`config.mk`:
```
export PLATFORM = sky130hd
export DESIGN_NAME = naive_substring_search
export DESIGN_NICKNAME = d
export VERILOG_FILES = /design/src/rtl/core/nss_pkg.sv /design/src/rtl/core/naive_substring_search.sv /design/src/rtl/core/nss_mem.sv /design/src/rtl/core/nss_seq.sv
export SDC_FILE = /design/constraint.sdc
export NUM_CORES = 2
export LEC_CHECK = 0
export BUFFER_PORTS_ARGS = -buffer_cell sky130_fd_sc_hd__buf_4
export CAP_MARGIN = 0
export CORE_ASPECT_RATIO = 1.1
export CORE_MARGIN = 2
export CORE_UTILIZATION = 55
export CTS_CLUSTER_DIAMETER = 30
export CTS_CLUSTER_SIZE = 12
export DETAILED_ROUTE_END_ITERATION = 10
export PLACE_DENSITY_LB_ADDON = 0.08
export SKIP_LAST_GASP = 1
export SYNTH_ARGS = -nofsm -noshare
export SYNTH_HDL_FRONTEND = slang
export SYNTH_SLANG_ARGS = --single-unit
```
`constraint.sdc`:
```
create_clock -name clk -period 3.05 [get_ports clk]
set_input_delay 0.61 -clock clk [delete_from_list [all_inputs] [get_ports clk]]
set_output_delay 0.61 -clock clk [all_outputs]
set_load 0.02 [all_outputs]
```
`src/rtl/core/nss_pkg.sv`:
```
// Package for the brute-force substring search block.
// Request and status codes, payload structs, search states and defaults.
// No dependencies.
package nss_pkg;

	// default buffer capacity in bytes
	localparam int unsigned MAX_LEN_DEF = 128;

	typedef enum logic [1:0] {
		REQ_TEXT   = 2'd0,
		REQ_PAT    = 2'd1,
		REQ_SEARCH = 2'd2
	} req_code_t;

	typedef enum logic [1:0] {
		ST_FOUND     = 2'd0,
		ST_NOT_FOUND = 2'd1,
		ST_BAD       = 2'd2
	} status_t;

	typedef struct packed {
		logic [1:0] req_type;
		logic [7:0] char_byte;
		logic       first_of_string;
		logic [7:0] start_pos;
	} req_t;

	typedef struct packed {
		logic [1:0] status;
		logic [7:0] match_pos;
	} rsp_t;

	typedef enum logic [1:0] {
		S_IDLE,
		S_READ,
		S_CMP,
		S_DONE
	} srch_state_t;

endpackage

```
`src/rtl/core/naive_substring_search.sv`:
```
// Top level of the brute-force substring search block.
// Depends on nss_pkg, nss_mem (text and pattern stores) and nss_seq.
//
// Requests arrive on req (valid/stall); results leave on rsp (valid/stall).
// Append requests write one byte into the text or pattern store and are
// taken one per cycle outside a search, even while a result waits on rsp.
// first_of_string restarts the chosen buffer; bytes past MAX_LEN are dropped.
// A search request gives exactly one result; request code 3 is ignored.
// Search steps: each byte compare is a store read (S_READ), then the compare
// (S_CMP), since both stores have a registered read. A bad request (empty
// pattern or start 0) goes straight to S_DONE without reading the stores.
// The number of byte compares is at most about text_length * pattern_length
// for a full brute-force walk. req_stall stays high while a search runs and
// until its result has moved into the output register.
// Reset clears both lengths, the sequencer and the output valid; store
// contents are left as they are and are only read below the current length.
// A stalled rsp holds its payload; a finished search then waits in the
// sequencer, which keeps req_stall high.
module naive_substring_search #(
	parameter int unsigned MAX_LEN = nss_pkg::MAX_LEN_DEF
) (
	input  logic          clk,
	input  logic          arst_n,
	input  logic          req_valid,
	output logic          req_stall,
	input  nss_pkg::req_t req,
	output logic          rsp_valid,
	input  logic          rsp_stall,
	output nss_pkg::rsp_t rsp
);

	localparam int unsigned AW = (MAX_LEN > 1) ? $clog2(MAX_LEN) : 1;
	localparam int unsigned LW = $clog2(MAX_LEN + 1);

	logic          req_acc;
	logic          app_text, app_pat, do_search;
	logic [LW-1:0] text_len_q, pat_len_q;
	logic          text_we, pat_we;
	logic [AW-1:0] text_waddr, pat_waddr;
	logic [AW-1:0] text_raddr, pat_raddr;
	logic [7:0]    text_rdata, pat_rdata;
	logic          busy, res_vld, res_rdy, res_load;
	nss_pkg::rsp_t res;
	logic          rsp_valid_q;
	nss_pkg::rsp_t rsp_q;

	assign req_stall = busy;
	assign req_acc   = req_valid && !req_stall;
	assign app_text  = req_acc && (req.req_type == nss_pkg::REQ_TEXT);
	assign app_pat   = req_acc && (req.req_type == nss_pkg::REQ_PAT);
	assign do_search = req_acc && (req.req_type == nss_pkg::REQ_SEARCH);

	// appends: a restart writes entry 0, otherwise the next free entry if any
	assign text_we    = app_text && (req.first_of_string || text_len_q < LW'(MAX_LEN));
	assign pat_we     = app_pat && (req.first_of_string || pat_len_q < LW'(MAX_LEN));
	assign text_waddr = req.first_of_string ? '0 : text_len_q[AW-1:0];
	assign pat_waddr  = req.first_of_string ? '0 : pat_len_q[AW-1:0];

	always_ff @(posedge clk or negedge arst_n) begin
		if (!arst_n) begin
			text_len_q <= '0;
			pat_len_q  <= '0;
		end else begin
			if (text_we) begin
				text_len_q <= req.first_of_string ? LW'(1) : text_len_q + LW'(1);
			end
			if (pat_we) begin
				pat_len_q <= req.first_of_string ? LW'(1) : pat_len_q + LW'(1);
			end
		end
	end

	nss_mem #(
		.DEPTH (MAX_LEN),
		.AW    (AW)
	) u_text_mem (
		.clk   (clk),
		.we    (text_we),
		.waddr (text_waddr),
		.wdata (req.char_byte),
		.raddr (text_raddr),
		.rdata (text_rdata)
	);

	nss_mem #(
		.DEPTH (MAX_LEN),
		.AW    (AW)
	) u_pat_mem (
		.clk   (clk),
		.we    (pat_we),
		.waddr (pat_waddr),
		.wdata (req.char_byte),
		.raddr (pat_raddr),
		.rdata (pat_rdata)
	);

	// stores are never written during a search: req_stall interlocks them
	nss_seq #(
		.AW      (AW),
		.LW      (LW)
	) u_seq (
		.clk        (clk),
		.arst_n     (arst_n),
		.start      (do_search),
		.start_pos  (req.start_pos),
		.text_len   (text_len_q),
		.pat_len    (pat_len_q),
		.text_raddr (text_raddr),
		.pat_raddr  (pat_raddr),
		.text_rdata (text_rdata),
		.pat_rdata  (pat_rdata),
		.busy       (busy),
		.res_vld    (res_vld),
		.res_rdy    (res_rdy),
		.res        (res)
	);

	// output register
	assign res_rdy  = !rsp_valid_q || !rsp_stall;
	assign res_load = res_vld && res_rdy;

	always_ff @(posedge clk or negedge arst_n) begin
		if (!arst_n) begin
			rsp_valid_q <= 1'b0;
		end else if (res_load) begin
			rsp_valid_q <= 1'b1;
		end else if (!rsp_stall) begin
			rsp_valid_q <= 1'b0;
		end
	end

	always_ff @(posedge clk) begin
		if (res_load) begin
			rsp_q <= res;
		end
	end

	assign rsp_valid = rsp_valid_q;
	assign rsp       = rsp_q;

	// checks

	a_len_bound: assert property (@(posedge clk) disable iff (!arst_n)
		(text_len_q <= LW'(MAX_LEN)) && (pat_len_q <= LW'(MAX_LEN)))
		else $error("buffer length beyond capacity");

	a_no_write_busy: assert property (@(posedge clk) disable iff (!arst_n)
		busy |-> !(text_we || pat_we))
		else $error("store written during a search");

	a_search_locks: assert property (@(posedge clk) disable iff (!arst_n)
		do_search |=> req_stall)
		else $error("search accepted without locking the request side");

	a_pos_zero: assert property (@(posedge clk) disable iff (!arst_n)
		(res_load && res.status != nss_pkg::ST_FOUND) |=> (rsp.match_pos == 8'd0))
		else $error("non-zero position on a miss or bad request");

endmodule

```
`src/rtl/core/nss_mem.sv`:
```
// Byte store with one write port and one registered read port.
// Used for both the text and the pattern buffer. No package use.
module nss_mem #(
	parameter int unsigned DEPTH = 128,
	parameter int unsigned AW    = 7
) (
	input  logic          clk,
	input  logic          we,
	input  logic [AW-1:0] waddr,
	input  logic [7:0]    wdata,
	input  logic [AW-1:0] raddr,
	output logic [7:0]    rdata
);

	logic [7:0] mem [DEPTH];

	always_ff @(posedge clk) begin
		if (we) begin
			mem[waddr] <= wdata;
		end
	end

	always_ff @(posedge clk) begin
		rdata <= mem[raddr];
	end

endmodule

```
`src/rtl/core/nss_seq.sv`:
```
// Search sequencer: walks text and pattern stores, one byte compare per step.
// Depends on nss_pkg; reads both stores through their registered ports.
module nss_seq #(
	parameter int unsigned AW      = 7,
	parameter int unsigned LW      = 8
) (
	input  logic             clk,
	input  logic             arst_n,
	input  logic             start,
	input  logic [7:0]       start_pos,
	input  logic [LW-1:0]    text_len,
	input  logic [LW-1:0]    pat_len,
	output logic [AW-1:0]    text_raddr,
	output logic [AW-1:0]    pat_raddr,
	input  logic [7:0]       text_rdata,
	input  logic [7:0]       pat_rdata,
	output logic             busy,
	output logic             res_vld,
	input  logic             res_rdy,
	output nss_pkg::rsp_t    res
);

	// text index must hold start - 1 (up to 254) as well as the text length
	localparam int unsigned TW = (LW > 8) ? LW : 8;

	nss_pkg::srch_state_t state_q, state_d;
	logic [TW-1:0] ti_q, ti_d;
	logic [LW-1:0] pj_q, pj_d;
	nss_pkg::rsp_t res_q, res_d;
	logic [TW-1:0] align;

	assign text_raddr = ti_q[AW-1:0];
	assign pat_raddr  = pj_q[AW-1:0];
	assign align      = ti_q - TW'(pj_q) + TW'(1);

	always_ff @(posedge clk or negedge arst_n) begin
		if (!arst_n) begin
			state_q <= nss_pkg::S_IDLE;
		end else begin
			state_q <= state_d;
		end
	end

	always_ff @(posedge clk) begin
		ti_q  <= ti_d;
		pj_q  <= pj_d;
		res_q <= res_d;
	end

	always_comb begin
		state_d = state_q;
		ti_d    = ti_q;
		pj_d    = pj_q;
		res_d   = res_q;
		case (state_q)
			nss_pkg::S_IDLE: begin
				if (start) begin
					if (pat_len == '0 || start_pos == 8'd0) begin
						res_d.status    = nss_pkg::ST_BAD;
						res_d.match_pos = 8'd0;
						state_d         = nss_pkg::S_DONE;
					end else begin
						ti_d    = TW'(start_pos) - TW'(1);
						pj_d    = '0;
						state_d = nss_pkg::S_READ;
					end
				end
			end
			nss_pkg::S_READ: begin
				// loop test; addresses go to the stores this cycle
				if (ti_q < TW'(text_len) && pj_q < pat_len) begin
					state_d = nss_pkg::S_CMP;
				end else begin
					if (pj_q >= pat_len) begin
						res_d.status    = nss_pkg::ST_FOUND;
						res_d.match_pos = align[7:0];
					end else begin
						res_d.status    = nss_pkg::ST_NOT_FOUND;
						res_d.match_pos = 8'd0;
					end
					state_d = nss_pkg::S_DONE;
				end
			end
			nss_pkg::S_CMP: begin
				if (text_rdata == pat_rdata) begin
					ti_d = ti_q + TW'(1);
					pj_d = pj_q + LW'(1);
				end else begin
					// back up to one past the current alignment
					ti_d = align;
					pj_d = '0;
				end
				state_d = nss_pkg::S_READ;
			end
			nss_pkg::S_DONE: begin
				if (res_rdy) begin
					state_d = nss_pkg::S_IDLE;
				end
			end
			default: begin
				state_d = nss_pkg::S_IDLE;
			end
		endcase
	end

	assign busy    = (state_q != nss_pkg::S_IDLE);
	assign res_vld = (state_q == nss_pkg::S_DONE);
	assign res     = res_q;

endmodule
```
==> impl_metrics.toml <==
[grt]
groute.usage.overall_pct = 29.3
grt_max_degree = 123
overflow = 0
grt_pass1_vias = 46100
antenna_found_initial = 3
grt_pass1_wl_um = 322000

[sta]
slew_headroom_pct = 3.38
finClkSkew_ps = 54.5
finalSetupTns_ps = -3.81
setup_ws_ps = -3.81
slew_violations = 0
tightest_slew_ps = 1430
finalSetupViolCount = 1
fin_crit_sh_pct = 100
period_needed_ps = 3050
hold_violations = 0
max_freq_mhz = 327
rsz0062_at_grt = "true"

[logic_synthesis]
yosys.cell_types.count = 71
ys_seq_area_share_pct = 76.3
synth_flop_cell = "edfxtp_1"
synth-edff-count = 2084
synth-async-reset-ratio_pct = 0.897
synth_seq_cells = 2119
synthCells = 4199
yosys_warnings = 0
netlist_area_mm2 = 0.0830
syn_nets = 4258
syn-mean-instance-area_um2 = 19.8

[worst_hold_path]
hp-start = "req[0]"
holdPathStages = 2
hp-class = "in -> reg"
min_to = "u_seq.ti_q[0]"

[worst_setup_path]
crit_path_end_kind = "register"
reg2reg_slack_ps = -4
cp_cell_sequence = "nor2b_1 -> nand2_1 -> o21ai_0 -> o32a_1"
critPathMaxStageDelay_ps = 1230
critical-path-top-delay-family = "compound AO/OA/AOI/OAI gates"
r2r_end = "u_pat_mem.rdata[7]"
setup.worst_path.class = "reg -> reg"
arrival_ps = 3920
crit_path_start_kind = "register"
cp_max_fo = 10
slowest_stage = "o21ai_0"
r2r_cells = 4
critPathBufInv = 0
required_ps = 3920
r2r-start = "u_seq.pj_q[5]"

[cts]
clockBufferDepth = 4
clock_latency_ps = 950
path_clk_slew_ps = 50
htree_levels = 5
cts_sinks = 2119
cts_tree = "yes"
root_buffer = "clkbuf_16"
numCtsBuffers = 386

[die]
fp.coreArea_mm2 = 0.150
dieHeight_um = 411
boundaryPins = 35
num_rows = 149
start_util_pct = 55.4
die_w_um = 374
die-area_mm2 = 0.154

[place]
dp_cells = 6581
dp_slack_ps = -80.4
place_congestion = 0.921
io_buffers = 34
post-dp-hpwl_um = 142000

[final_layout]
fin_cells = 7281
syn_to_final_growth_pct = 24.5
fin_nets = 5070
final_util_pct = 69.0
drive_above_1_share_pct = 32.2

[power_and_ir_drop]
power_density_mw_per_mm2 = 971
power_uw = 100000
p_leak_uw = 0.0351
ir_drop_v = 0.000717

[detailed_routing]
wl_um = 224000
drtIter0Drc = 5270
first_pass_iters = 6
vias = 45300
drc_errors = 0
routed_via_density = 6.23
wl_per_cell_um = 30.8
drtAntennaViolNets = 0

[flow_run]
maxCapViolations = 0

[run_status]
violations = "setup timing"
status = "finished, violations left"
-- synth_stat cells (7+ instances only) --
cell / number / share of area, %
a21oi_1: 59 / 0.36
nand2_1: 143 / 0.65
mux2_2: 11 / 0.15
edfxtp_1: 2084 / 75
nand4_1: 11 / 0.083
o21ai_0: 35 / 0.21
inv_1: 34 / 0.15
xnor2_1: 21 / 0.22
dfxtp_1: 16 / 0.39
buf_4: 19 / 0.17
or3_1: 10 / 0.075
nand3_1: 42 / 0.25
nor2_1: 355 / 1.6
buf_2: 74 / 0.45
clkbuf_1: 94 / 0.42
a21o_1: 13 / 0.12
ha_1: 35 / 0.53
a221oi_1: 22 / 0.23
o221ai_1: 25 / 0.26
a31oi_1: 19 / 0.14
a22o_1: 31 / 0.33
buf_1: 24 / 0.11
mux4_2: 409 / 11
and2_1: 7 / 0.053
dfrtp_1: 19 / 0.57
nand2b_1: 9 / 0.068
a211oi_1: 66 / 0.60
a2111oi_0: 14 / 0.15
nor3_1: 32 / 0.19
mux2i_1: 227 / 2.7
nor2b_1: 7 / 0.053
o32a_1: 15 / 0.18
xor2_1: 18 / 0.19
o22ai_1: 38 / 0.29
a22oi_1: 90 / 0.81
-- cell type report --
class,count,area [um^2]
inverters,38,143
repair buffers,641,5720
clock buffers,429,9930
clock inverters,265,3220
multi-input cells,1825,18600
well taps,1963,2460
fillers,9551,46500
flip-flops and latches,2119,63400
diodes,1,2.50
-- cell families (layout without fill, tap and decap cells) --
kind of cell | Yosys count | in the layout | synth area share, %
flops | 2119 | 2119 | 76.3
other cells | 0 | 1 | 0
fa+ha+maj | 36 | 36 | 0.552
buf+inv | 255 | 1373 | 1.40
simple gates | 644 | 644 | 3.32
mux | 647 | 647 | 14.0
compound gates | 459 | 459 | 4.00
xor+xnor | 39 | 39 | 0.411
-- layout by cell type, fill, tap and decap left out, drive strengths merged, types with 14 or more instances in the layout --
cell type	Yosys	routed
o32a	15	15
nor2	355	355
inv	35	84
dfxtp	16	16
buf	123	631
edfxtp	2084	2084
a2111oi	14	14
nor3	36	36
a211oi	66	66
nand3	42	42
xnor2	21	21
o221ai	25	25
nand2	143	143
a221oi	22	22
dfrtp	19	19
a22oi	90	90
o22ai	38	38
mux4	409	409
xor2	18	18
clkbuf	94	437
clkinvlp	0	43
a21oi	59	59
o21ai	36	36
bufinv	0	59
mux2i	227	227
a31oi	19	19
ha	35	35
clkinv	3	117
a22o	31	31
-- registers in the layout, summed over array words and instances, names as in the netlist --
| signal | count |
|---|---|
| u_seq.res | 10 |
| pat_len_q | 8 |
| u_seq.pj_q | 8 |
| rsp | 10 |
| u_pat_mem.mem | 1024 |
| u_seq.ti_q | 8 |
| u_text_mem.rdata | 8 |
| u_seq.state_q | 2 |
| rsp_valid | 1 |
| text_len_q | 8 |
| u_text_mem.mem | 1024 |
| u_pat_mem.rdata | 8 |
-- worst reg2reg max path, cell delays in order (launching register included) --
cell and delay [ps]:
edfxtp_1 520, nor2b_1 490, nand2_1 440, o21ai_0 1240, o32a_1 280
-- stage by stage --
step	instance area (um^2)	hold WS [ps]
6_report	103000	99.7
5_1_grt	103000	67.6
4_1_cts	103000	37.8
3_5_place_dp	90200	405
3_3_place_gp	90200	410
2_1_floorplan	83000	314
-- layer usage --
metal	wire length (um)	GRT usage, %	vias up
met5	19	0	-
met4	9880	13.2	4
met3	18400	5.83	443
met2	108000	46.4	2277
met1	87700	40.1	23600
li1	-	-	19100
-- worst max-delay path by stage --
stage / start / end / slack (ps) / cells past startpoint
after global routing: u_seq.ti_q[1] / u_text_mem.rdata[1] / -8 / 7
after CTS: u_seq.pj_q[5] / u_pat_mem.rdata[7] / 10 / 4
final: u_seq.pj_q[5] / u_pat_mem.rdata[7] / -4 / 4
after detailed placement: u_seq.pj_q[0] / u_pat_mem.rdata[6] / -80 / 7
after floorplan: u_seq.pj_q[0] / u_seq.ti_q[7] / 2 / 13
after global placement: u_seq.ti_q[0] / u_text_mem.rdata[0] / -70 / 9
-- power breakdown --
group / switching, uW / internal (uW)
sequential: 645 / 32600
clock: 14500 / 28500
combinational: 14100 / 10000
-- what timing repair did --
action / CTS / global route
pin swaps: 2 / 1
gates resized for setup: 4 / 3
endpoints found under the setup margin: 3 / 4
endpoints found under the hold margin: 20 / 0
hold buffers: 2 / 0
buffers inserted: 0 / 3
No activity file was read; power rests on OpenSTA's default activity.
